### config.mk
export PLATFORM = sky130hd
export DESIGN_NAME = windowed_arq_transport_engine
export DESIGN_NICKNAME = d
export VERILOG_FILES = /design/src/sv/warq_pkg.sv /design/src/sv/warq_out_buf.sv /design/src/sv/warq_core.sv /design/src/sv/windowed_arq_transport_engine.sv
export SDC_FILE = /design/constraint.sdc
export NUM_CORES = 1
export LEC_CHECK = 0
export BUFFER_PORTS_ARGS = -buffer_cell sky130_fd_sc_hd__buf_2
export CAP_MARGIN = 15
export CORE_MARGIN = 2
export CORE_UTILIZATION = 55
export DETAILED_ROUTE_END_ITERATION = 7
export PLACE_DENSITY_LB_ADDON = 0.2
export SLEW_MARGIN = 10
export SYNTH_ARGS = -nofsm -noshare
export SYNTH_HDL_FRONTEND = slang
export SYNTH_HIERARCHICAL = 1
export SYNTH_SLANG_ARGS = --single-unit
### constraint.sdc
create_clock -name aclk -period 7.9 [get_ports aclk]
set_clock_uncertainty 0.1 [all_clocks]
set_input_delay 0.395 -clock aclk [delete_from_list [all_inputs] [get_ports aclk]]
set_output_delay 0.395 -clock aclk [all_outputs]
set_load 0.03 [all_outputs]
### src/sv/warq_pkg.sv
// ----------------------------------------------------------------------------
// warq_pkg
// Shared types and codes for the windowed ARQ transport engine.
// ----------------------------------------------------------------------------
`default_nettype none
package warq_pkg;
    localparam int HEAD_BYTES = 4;
    localparam int SLOT_W     = 3;
    localparam int SEQ_W      = 16;
    localparam int LEN_W      = 9;
    localparam int TOT_W      = 12;

    typedef enum logic [1:0] {
        CMD_DATAGRAM = 2'd0,
        CMD_SEND     = 2'd1,
        CMD_READ     = 2'd2
    } cmd_t;

    typedef enum logic [2:0] {
        K_ACK     = 3'd0,
        K_SEND    = 3'd1,
        K_STORED  = 3'd2,
        K_DELIVER = 3'd3,
        K_DONE    = 3'd4,
        K_IGNORED = 3'd5
    } kind_t;

    localparam logic [0:0] REG_WINDOW   = 1'b0;
    localparam logic [0:0] REG_INTERVAL = 1'b1;

    typedef struct packed {
        logic [2:0]  kind;
        logic [2:0]  slot;
        logic [15:0] seq;
        logic [8:0]  len;
        logic [11:0] total;
        logic        last;
    } res_t;
endpackage
`default_nettype wire

### src/sv/warq_out_buf.sv
// ----------------------------------------------------------------------------
// warq_out_buf
// Two-entry output skid buffer for result beats.
// ----------------------------------------------------------------------------
`default_nettype none
module warq_out_buf
    import warq_pkg::*;
(
    input  wire logic aclk,
    input  wire logic aresetn,
    input  wire logic in_valid,
    output logic      in_ready,
    input  wire res_t in_data,
    output logic      out_valid,
    input  wire logic out_ready,
    output res_t      out_data
);
    res_t       buf_reg [2];
    logic       rd_reg, wr_reg;
    logic [1:0] cnt_reg;
    logic       push, pop;

    assign in_ready  = (cnt_reg != 2'd2);
    assign out_valid = (cnt_reg != 2'd0);
    assign out_data  = buf_reg[rd_reg];
    assign push = in_valid && in_ready;
    assign pop  = out_valid && out_ready;

    always_ff @(posedge aclk) begin
        if (push) buf_reg[wr_reg] <= in_data;
        if (!aresetn) begin
            rd_reg <= 1'b0;
            wr_reg <= 1'b0;
            cnt_reg <= 2'd0;
        end else begin
            if (push) wr_reg <= !wr_reg;
            if (pop) rd_reg <= !rd_reg;
            cnt_reg <= cnt_reg + {1'b0, push} - {1'b0, pop};
        end
    end
endmodule
`default_nettype wire

### src/sv/warq_core.sv
// ----------------------------------------------------------------------------
// warq_core
// Sequencer over the send and receive slot memories (read, modify, write).
// ----------------------------------------------------------------------------
`default_nettype none
module warq_core
    import warq_pkg::*;
#(
    parameter int WINDOW_MAX  = 8,
    parameter int PAYLOAD_MAX = 504
) (
    input  wire logic        aclk,
    input  wire logic        aresetn,
    input  wire logic        in_valid,
    output logic             in_ready,
    input  wire logic [1:0]  command,
    input  wire logic [8:0]  rx_length,
    input  wire logic [15:0] rx_type,
    input  wire logic [15:0] rx_index,
    input  wire logic [11:0] data_length,
    input  wire logic [3:0]  window_size,
    input  wire logic [15:0] interval,
    output logic             res_valid,
    input  wire logic        res_ready,
    output res_t             res_data
);
    localparam int AW = (WINDOW_MAX > 1) ? $clog2(WINDOW_MAX) : 1;
    localparam int WW = $clog2(WINDOW_MAX + 1);
    localparam int QS = 16 + WW;
    localparam int RW = QS + 1;

    typedef enum logic [2:0] {
        S_IDLE, S_DGRAM, S_SCAN, S_SEND, S_READ, S_DONE
    } state_t;

    // Memories: send entry {seq,timer,len}, recv entry {seq,len}
    logic [40:0] smem [WINDOW_MAX];
    logic [24:0] rmem [WINDOW_MAX];
    logic [40:0] srd_reg;
    logic [24:0] rrd_reg;
    logic [AW-1:0] raddr;
    logic        swe, rwe;
    logic [AW-1:0] waddr;
    logic [40:0] swd;
    logic [24:0] rwd;

    // Flags, reset-valued
    logic [WINDOW_MAX-1:0] acked_reg, got_reg, sinit_reg, rinit_reg;
    logic [WINDOW_MAX-1:0] wmask;

    state_t        st_reg;
    logic [8:0]    rxlen_reg;
    logic [15:0]   rxtype_reg, rxidx_reg;
    logic [11:0]   rem_reg;
    logic [12:0]   tot_reg;
    logic [WW-1:0] idx_reg;
    logic [AW-1:0] dslot_reg;
    logic          all_reg, phase_reg;
    logic [WW-1:0] w;
    logic [3:0]    wcl;

    always_comb begin
        wcl = (window_size == 4'd0) ? 4'd1 : window_size;
        if ({28'd0, wcl} > WINDOW_MAX) w = WW'(WINDOW_MAX);
        else w = WW'(wcl);
        for (int i = 0; i < WINDOW_MAX; i++) wmask[i] = (i < int'(w));
    end

    // Slot of rx_index: quotient by reciprocal multiply, remainder next cycle
    logic [RW-1:0]    recip_tab [WINDOW_MAX+1];
    logic [15+RW:0]   qprod;
    logic [15:0]      q_reg;
    logic [15+WW:0]   qw;
    logic [AW-1:0]    slot_calc;

    assign recip_tab[0] = '0;
    for (genvar g = 1; g <= WINDOW_MAX; g++) begin : g_recip
        localparam logic [RW-1:0] RECIP =
            RW'(((64'd1 << QS) + 64'(g) - 64'd1) / 64'(g));
        assign recip_tab[g] = RECIP;
    end

    always_comb begin
        qprod = {{RW{1'b0}}, rx_index} * {16'd0, recip_tab[w]};
        qw = {{WW{1'b0}}, q_reg} * {16'd0, w};
        slot_calc = rxidx_reg[AW-1:0] - qw[AW-1:0];
    end

    // Entry view with reset defaults applied
    logic [15:0] s_seq, s_tim, r_seq;
    logic [8:0]  s_len, r_len;
    logic [AW-1:0] cur;
    always_comb begin
        cur = (st_reg == S_DGRAM) ? dslot_reg : idx_reg[AW-1:0];
        if (sinit_reg[cur]) begin
            s_seq = srd_reg[40:25]; s_tim = srd_reg[24:9]; s_len = srd_reg[8:0];
        end else begin
            s_seq = 16'(cur); s_tim = 16'd100; s_len = 9'd0;
        end
        if (rinit_reg[cur]) begin
            r_seq = rrd_reg[24:9]; r_len = rrd_reg[8:0];
        end else begin
            r_seq = 16'(cur); r_len = 9'd0;
        end
    end

    always_ff @(posedge aclk) begin
        if (swe) smem[waddr] <= swd;
        if (rwe) rmem[waddr] <= rwd;
        srd_reg <= smem[raddr];
        rrd_reg <= rmem[raddr];
    end

    assign in_ready = (st_reg == S_IDLE);

    logic [8:0]  sz;
    logic [8:0]  pay;
    logic [15:0] tnew;
    logic        fire;
    always_comb begin
        sz = (rem_reg < 12'(PAYLOAD_MAX)) ? rem_reg[8:0] : 9'(PAYLOAD_MAX);
        pay = ((rxlen_reg - 9'(HEAD_BYTES)) > 9'(PAYLOAD_MAX)) ? 9'(PAYLOAD_MAX)
              : rxlen_reg - 9'(HEAD_BYTES);
        fire = !acked_reg[idx_reg[AW-1:0]] && (s_tim >= interval);
        tnew = fire ? 16'd1 : ((s_tim != 16'hFFFF) ? s_tim + 16'd1 : s_tim);
    end

    always_ff @(posedge aclk) begin : p_fsm
        logic res_valid_next;
        res_valid_next = res_valid && !res_ready;
        if (!aresetn) begin
            st_reg <= S_IDLE;
            acked_reg <= '0; got_reg <= '0; sinit_reg <= '0; rinit_reg <= '0;
            res_valid <= 1'b0;
            phase_reg <= 1'b0;
        end else begin
            case (st_reg)
            S_IDLE: if (in_valid) begin
                rxlen_reg <= rx_length;
                rxtype_reg <= rx_type; rxidx_reg <= rx_index;
                rem_reg <= data_length; q_reg <= qprod[QS+15:QS];
                idx_reg <= '0; tot_reg <= '0; phase_reg <= 1'b0;
                case (command)
                CMD_DATAGRAM: st_reg <= S_DGRAM;
                CMD_SEND: begin
                    all_reg <= &(acked_reg | ~wmask);
                    st_reg <= S_SEND;
                end
                CMD_READ: begin
                    all_reg <= &(got_reg | ~wmask);
                    st_reg <= S_READ;
                end
                default: begin
                    res_data <= '{K_IGNORED, 3'd0, 16'd0, 9'd0, 12'd0, 1'b1};
                    res_valid_next = 1'b1;
                    st_reg <= S_DONE;
                end
                endcase
            end
            S_DGRAM: if (!res_valid || res_ready) begin
                // memory read data is registered: phase 0 waits for it
                if (!phase_reg) begin
                    phase_reg <= 1'b1;
                    dslot_reg <= slot_calc;
                end else if (rxlen_reg < 9'(HEAD_BYTES)) begin
                    res_data <= '{K_IGNORED, 3'd0, 16'd0, 9'd0, 12'd0, 1'b1};
                    res_valid_next = 1'b1; st_reg <= S_DONE;
                end else if (rxtype_reg == 16'd0) begin
                    if (!all_reg) begin
                        res_data <= '{K_ACK, 3'(dslot_reg), rxidx_reg, 9'd0, 12'd0,
                                      r_seq != rxidx_reg};
                        res_valid_next = 1'b1;
                        all_reg <= 1'b1;
                        if (r_seq != rxidx_reg) st_reg <= S_DONE;
                    end else begin
                        got_reg[dslot_reg] <= 1'b1;
                        rinit_reg[dslot_reg] <= 1'b1;
                        res_data <= '{K_STORED, 3'(dslot_reg), rxidx_reg, pay,
                                      12'd0, 1'b1};
                        res_valid_next = 1'b1; st_reg <= S_DONE;
                    end
                end else if (rxtype_reg == 16'd1 && s_seq == rxidx_reg) begin
                    acked_reg[dslot_reg] <= 1'b1;
                    res_data <= '{K_DONE, 3'(dslot_reg), rxidx_reg, 9'd0, 12'd0, 1'b1};
                    res_valid_next = 1'b1; st_reg <= S_DONE;
                end else begin
                    res_data <= '{K_IGNORED, 3'd0, 16'd0, 9'd0, 12'd0, 1'b1};
                    res_valid_next = 1'b1; st_reg <= S_DONE;
                end
            end
            S_SEND: if (!res_valid || res_ready) begin
                if (!phase_reg) phase_reg <= 1'b1;
                else if (idx_reg == w) begin
                    if (all_reg) acked_reg <= acked_reg & ~wmask;
                    res_data <= '{K_DONE, 3'd0, 16'd0, 9'd0,
                                  all_reg ? ((tot_reg > 13'hFFF) ? 12'hFFF : tot_reg[11:0])
                                          : 12'd0, 1'b1};
                    res_valid_next = 1'b1; st_reg <= S_DONE;
                end else begin
                    sinit_reg[idx_reg[AW-1:0]] <= 1'b1;
                    rem_reg <= rem_reg - {3'd0, sz};
                    tot_reg <= tot_reg + {4'd0, sz};
                    if (fire) begin
                        res_data <= '{K_SEND, 3'(idx_reg), s_seq, sz, 12'd0, 1'b0};
                        res_valid_next = 1'b1;
                    end
                    idx_reg <= idx_reg + WW'(1);
                    phase_reg <= 1'b0;
                end
            end
            S_READ: if (!res_valid || res_ready) begin
                if (!phase_reg) phase_reg <= 1'b1;
                else if (!all_reg || idx_reg == w) begin
                    res_data <= '{K_DONE, 3'd0, 16'd0, 9'd0,
                                  (tot_reg > 13'hFFF) ? 12'hFFF : tot_reg[11:0], 1'b1};
                    res_valid_next = 1'b1; st_reg <= S_DONE;
                end else begin
                    got_reg[idx_reg[AW-1:0]] <= 1'b0;
                    rinit_reg[idx_reg[AW-1:0]] <= 1'b1;
                    tot_reg <= tot_reg + {4'd0, r_len};
                    res_data <= '{K_DELIVER, 3'(idx_reg), r_seq, r_len, 12'd0, 1'b0};
                    res_valid_next = 1'b1;
                    idx_reg <= idx_reg + WW'(1);
                    phase_reg <= 1'b0;
                end
            end
            S_DONE: begin
                all_reg <= 1'b0;
                if (!res_valid || res_ready) st_reg <= S_IDLE;
            end
            default: st_reg <= S_IDLE;
            endcase
            if (st_reg == S_IDLE && in_valid && command == CMD_DATAGRAM)
                all_reg <= 1'b0;
            res_valid <= res_valid_next;
        end
    end

    // Memory port control
    always_comb begin
        raddr = (st_reg == S_DGRAM) ? (phase_reg ? dslot_reg : slot_calc)
              : idx_reg[AW-1:0];
        waddr = cur;
        swe = 1'b0; rwe = 1'b0;
        swd = {s_seq, s_tim, s_len};
        rwd = {r_seq, r_len};
        if (phase_reg && (!res_valid || res_ready)) begin
            if (st_reg == S_SEND && idx_reg != w) begin
                swe = 1'b1;
                if (acked_reg[idx_reg[AW-1:0]] && all_reg)
                    swd = {s_seq + 16'(w), interval, sz};
                else if (all_reg)
                    swd = {s_seq + 16'(w), interval, sz};
                else if (acked_reg[idx_reg[AW-1:0]])
                    swd = {s_seq, s_tim, sz};
                else
                    swd = {s_seq, tnew, sz};
            end
            if (st_reg == S_READ && all_reg && idx_reg != w) begin
                rwe = 1'b1;
                rwd = {r_seq + 16'(w), r_len};
            end
            if (st_reg == S_DGRAM && all_reg && rxtype_reg == 16'd0
                && rxlen_reg >= 9'(HEAD_BYTES)) begin
                rwe = 1'b1;
                rwd = {r_seq, pay};
            end
        end
    end
endmodule
`default_nettype wire

### src/sv/windowed_arq_transport_engine.sv
// Commands are taken one at a time, only while the sequencer is idle; a send
//   step with no slot due gives only its done beat. Send and complete read
//   steps read each slot from memory in turn; other read steps give only
//   their done beat.
// Reset: aresetn synchronous, active low; slot memories use reset-valued
// flags instead of a clearing pass, so no wait after reset.
// ----------------------------------------------------------------------------
// windowed_arq_transport_engine
// Selective-repeat ARQ header engine top level.
// ----------------------------------------------------------------------------
`default_nettype none
module windowed_arq_transport_engine
    import warq_pkg::*;
#(
    parameter int WINDOW_MAX  = 8,
    parameter int PAYLOAD_MAX = 504
) (
    input  wire logic        aclk,
    input  wire logic        aresetn,
    input  wire logic        s_tvalid,
    output logic             s_tready,
    // command[1:0], rx_length[10:2], rx_type[26:11], rx_index[42:27],
    // data_length[54:43]
    input  wire logic [55:0] s_tdata,
    output logic             m_tvalid,
    input  wire logic        m_tready,
    // kind[2:0], slot[5:3], seq_index[21:6], length[30:22], total_bytes[42:31]
    output logic [47:0]      m_tdata,
    output logic             m_tlast,
    input  wire logic        cfg_valid,
    output logic             cfg_ready,
    input  wire logic [0:0]  cfg_index,
    input  wire logic [15:0] cfg_data
);
    logic [3:0]  win_reg;
    logic [15:0] intv_reg;
    logic        rv, rr;
    res_t        rd, od;

    assign cfg_ready = 1'b1;
    always_ff @(posedge aclk) begin
        if (!aresetn) begin
            win_reg <= 4'd2; intv_reg <= 16'd100;
        end else if (cfg_valid) begin
            case (cfg_index)
            REG_WINDOW:   win_reg <= cfg_data[3:0];
            REG_INTERVAL: intv_reg <= cfg_data;
            default: ;
            endcase
        end
    end

    warq_core #(.WINDOW_MAX(WINDOW_MAX), .PAYLOAD_MAX(PAYLOAD_MAX)) u_core (
        .aclk, .aresetn, .in_valid(s_tvalid), .in_ready(s_tready),
        .command(s_tdata[1:0]), .rx_length(s_tdata[10:2]),
        .rx_type(s_tdata[26:11]), .rx_index(s_tdata[42:27]),
        .data_length(s_tdata[54:43]), .window_size(win_reg),
        .interval(intv_reg), .res_valid(rv), .res_ready(rr), .res_data(rd)
    );

    warq_out_buf u_buf (
        .aclk, .aresetn, .in_valid(rv), .in_ready(rr), .in_data(rd),
        .out_valid(m_tvalid), .out_ready(m_tready), .out_data(od)
    );

    assign m_tdata = {5'd0, od.total, od.len, od.seq, od.slot, od.kind};
    assign m_tlast = od.last;
endmodule
`default_nettype wire

==> summary.md <==
| Metric | Value |
|---|---|
| Die width | `~280 um` |
| Final ANT Viol Nets | `0` |
| Deepest clock path buffer count | `3` |
| # Max-Cap Violations | `0` |
| Initial Util | `55.40%` |
| CP Class | `register to register` |
| Root Driver | `clkbuf_16` |
| IO Pins | `130` |
| R2R Path Start | `win_reg[0]` |
| Initial antenna violation count | `1` |
| Int Pwr | `9.584 mW` |
| Hold depth | `1` |
| Final Max Slew Viols | `0` |
| Tot Pwr | `~16 mW` |
| Vias/cell | `5.760` |
| Multiplexer area fraction after synthesis | `2.079%` |
| Commonest non-fill, non-tap cell in the layout | `nand2_1` |
| Crit share post-route | `94.14%` |
| CP Launch Point | `win_reg[0]` |
| Clock Power Share | `25.7%` |
| Post-Synthesis Cells | `3801` |
| Hold path start | `s_tdata[40]` |
| Worst slew margin | `20.87%` |
| Die height | `277.4 um` |
| Vias in the first global route | `28.08k` |
| Share of layout cells above drive strength 1 | `9.940%` |
| CP Launch Type | `register` |
| Number of port buffers | `122` |
| Net count, final | `~4.3k` |
| Total die area | `76940 sq um` |
| RePlAce Congestion | `0.9390` |
| Logic gate share of total power | `36.9%` |
| Crit path max fanout | `16` |
| Final hold vios | `0` |
| Final setup vio count | `0` |
| Peak Freq | `around 0.13 GHz` |
| Total grt overflow | `0` |
| Setup total negative slack | `0 ns` |
| Number of flip-flops under the largest register name | `256` |
| Hold crit path type | `primary input to register` |
| Compound-cell area share of the yosys netlist | `under 10%` |
| Power per cell area | `337.4 nW/um^2` |
| H-Tree Depth | `3` |
| Share of flip-flops with an asynchronous set or reset | `0%` |
| P_leak | `18.19 nW` |
| FF-to-FF path depth | `25` |
| Number of synthesized register bits | `784` |
| Post-synthesis simple-gate area fraction | `16.94%` |
| Routed Wire Length | `about 100 mm` |
| Status | `finished, final reports clean` |
| DRC Markers | `0` |
| Sequential fraction of the synthesis area | `54.37%` |
| Mapped Area | `41110 sq um` |
| Slew @ Worst Pin | `between 1 and 1.5 ns` |
| Cell Rows | `100` |
| DP HPWL | `66.07 mm` |
| First-pass GRT wire length | `160.3 mm` |
| EDFF count, synth | `approximately 670` |
| FF-to-FF End | `u_core/q_reg[2]` |
| DRT iter0 DRCs | `2863` |
| WP data arrival | `7.72 ns` |
| Distinct cells, synth | `98` |
| Worst Hold Endpoint | `u_core/rxidx_reg[13]` |
| Seq pwr share | `a little under two fifths` |
| CTS Buf Count | `a little over 80` |
| Synth Area in XOR/XNOR | `2.045%` |
| Top FF cell, synth | `edfxtp_1` |
| Number of diodes | `0` |
| Placeable Area | `74200 sq um` |
| Hold WS | `0.04202 ns` |
| Synth-to-layout area growth | `12.38%` |
| Reg clk slew, reported paths | `0.06 ns` |
| CP Capture Type | `register` |
| GRT Util Overall | `between 20% and 30%` |
| Vias | `28.59k` |
| RSZ-0062 raised after global routing | `no` |
| Peak VDD IR | `~0.00027 V` |
| Worst-Skew Late Latency | `~0.65 ns` |
| Sw Ratio | `38.50%` |
| Reg-to-reg setup timing slack | `between 0.4 and 0.5 ns` |
| Final Instance Area | `~46000 sq um` |
| Synth Warn # | `6` |
| CTS tree | `built` |
| Post-synthesis adder-cell area fraction | `approximately an eighth` |
| Largest net degree at the start of global routing | `217` |
| WL/cell | `20.70 um` |
| Avg Cell Area, Syn | `about 11 sq um` |
| DP Area | `~43000 sq um` |
| Most frequent cells in the layout | `nand2_1, edfxtp_1, nand3_1` |
| Minimum clock period | `7.437 ns` |
| DRT Pass-1 Iters | `6` |
| Setup repair bufs after CTS | `0` |
| Critical Path RT | `8.19 ns` |
| Largest family of logic cells by synthesized area | `simple AND/OR/NAND/NOR gates` |
| Switch Pwr | `6.001 mW` |
| CTS Sinks | `around 800` |
-- worst max-delay path: stages (launching register included) --
cell      delay [ns]
dfxtp_1         0.39
o21ba_2         0.21
nor2_1          0.21
ha_1            0.21
nor3b_2         0.19
a21o_1          0.58
and2_1          0.26
inv_1           0.07
fa_1            0.54
inv_1           0.05
fa_1            0.52
fa_1            0.46
fa_1            0.55
fa_1            0.58
inv_1           0.06
fa_1            0.54
inv_1           0.04
ha_1            0.29
and4_1          0.22
a211oi_1        0.23
a21oi_1         0.10
a211oi_1        0.21
o31ai_1         0.11
buf_4           0.19
a31oi_1         0.20
xnor2_1         0.09
-- worst max-delay path by stage --
| stage | endpoint |
|---|---|
| after floorplan | u_core/q_reg[2] |
| after global placement | u_core/q_reg[2] |
| after detailed placement | u_core/q_reg[2] |
| after CTS | u_core/q_reg[2] |
| after global routing | u_core/q_reg[2] |
| final | u_core/q_reg[2] |
-- cell usage after synthesis, drive strengths merged (33+ instances only) --
| cell | n | area (sq um) |
|---|---|---|
| o21ai | 190 | 984.7 |
| and2 | 64 | 402.9 |
| dfxtp | 119 | 2382 |
| clkbuf | 165 | 619.3 |
| a21oi | 80 | 404.1 |
| and3 | 33 | 206.5 |
| nor3 | 40 | 205.2 |
| ha | 106 | 1326 |
| nand3 | 338 | 1692 |
| nor2 | 209 | 787.0 |
| edfxtp | 665 | 19970 |
| xnor2 | 69 | 604.3 |
| mux2 | 46 | 518.0 |
| buf | 42 | 259.0 |
| fa | 180 | 3603 |
| nand2 | 736 | 2763 |
| inv | 335 | 1257 |
-- power by group through the flow --
stage	Sequential [mW]	Combinational [mW]	Clock [mW]
floorplan	5.60	4.18	0
global placement	5.90	5.57	0
detailed placement	5.91	5.65	0
CTS	5.83	5.73	4.05
global route	5.87	6.43	4.21
finish	5.84	5.75	4.00
-- layer usage --
layer  global-route usage, %  up-vias  wire, um
li1                        -    13337         -
met1                   37.26    13835     43200
met2                   43.44     1197     48490
met3                   4.161      215      7624
met4                   9.476        2      3407
met5                       0        -        13
-- stage by stage --
step / worst slack [ns] / utilization (%) / cells
5_1_grt: 0.005703 / 62.26 / 4963
2_1_floorplan: 0.3218 / - / 3805
4_1_cts: 0.3845 / 62.23 / 4962
3_3_place_gp: 0.4559 / 57.60 / 4751
3_5_place_dp: 0.4374 / 57.60 / 4751
6_report: 0.4630 / 62.26 / 4963
-- layout make-up --
type,instances,area (sq um)
Clock buffer,107,2236
Tap cell,969,1212
Sequential cell,784,22350
Fill cell,5819,28000
Timing Repair Buffer,242,1717
Inverter,335,1257
Multi-Input combinational cell,2479,16790
Clock inverter,47,630.6
-- kinds of logic (layout without fill, tap and decap cells) --
group | count (synthesis) | count (layout)
multiplexers | 73 | 73
XOR/XNOR | 96 | 96
buffers and inverters | 542 | 731
AND/OR/NAND/NOR | 1549 | 1549
AO/OA/AOI/OAI | 468 | 468
other | 3 | 7
flip-flops | 784 | 784
adder cells (fa/ha/maj) | 286 | 286
-- timing repair --
action	4_1_cts	5_1_grt
hold buffers	57	0
gates resized for setup	0	1
setup endpoints to repair	0	2
hold endpoints to repair	57	0
(Power assumes the default switching activity.)
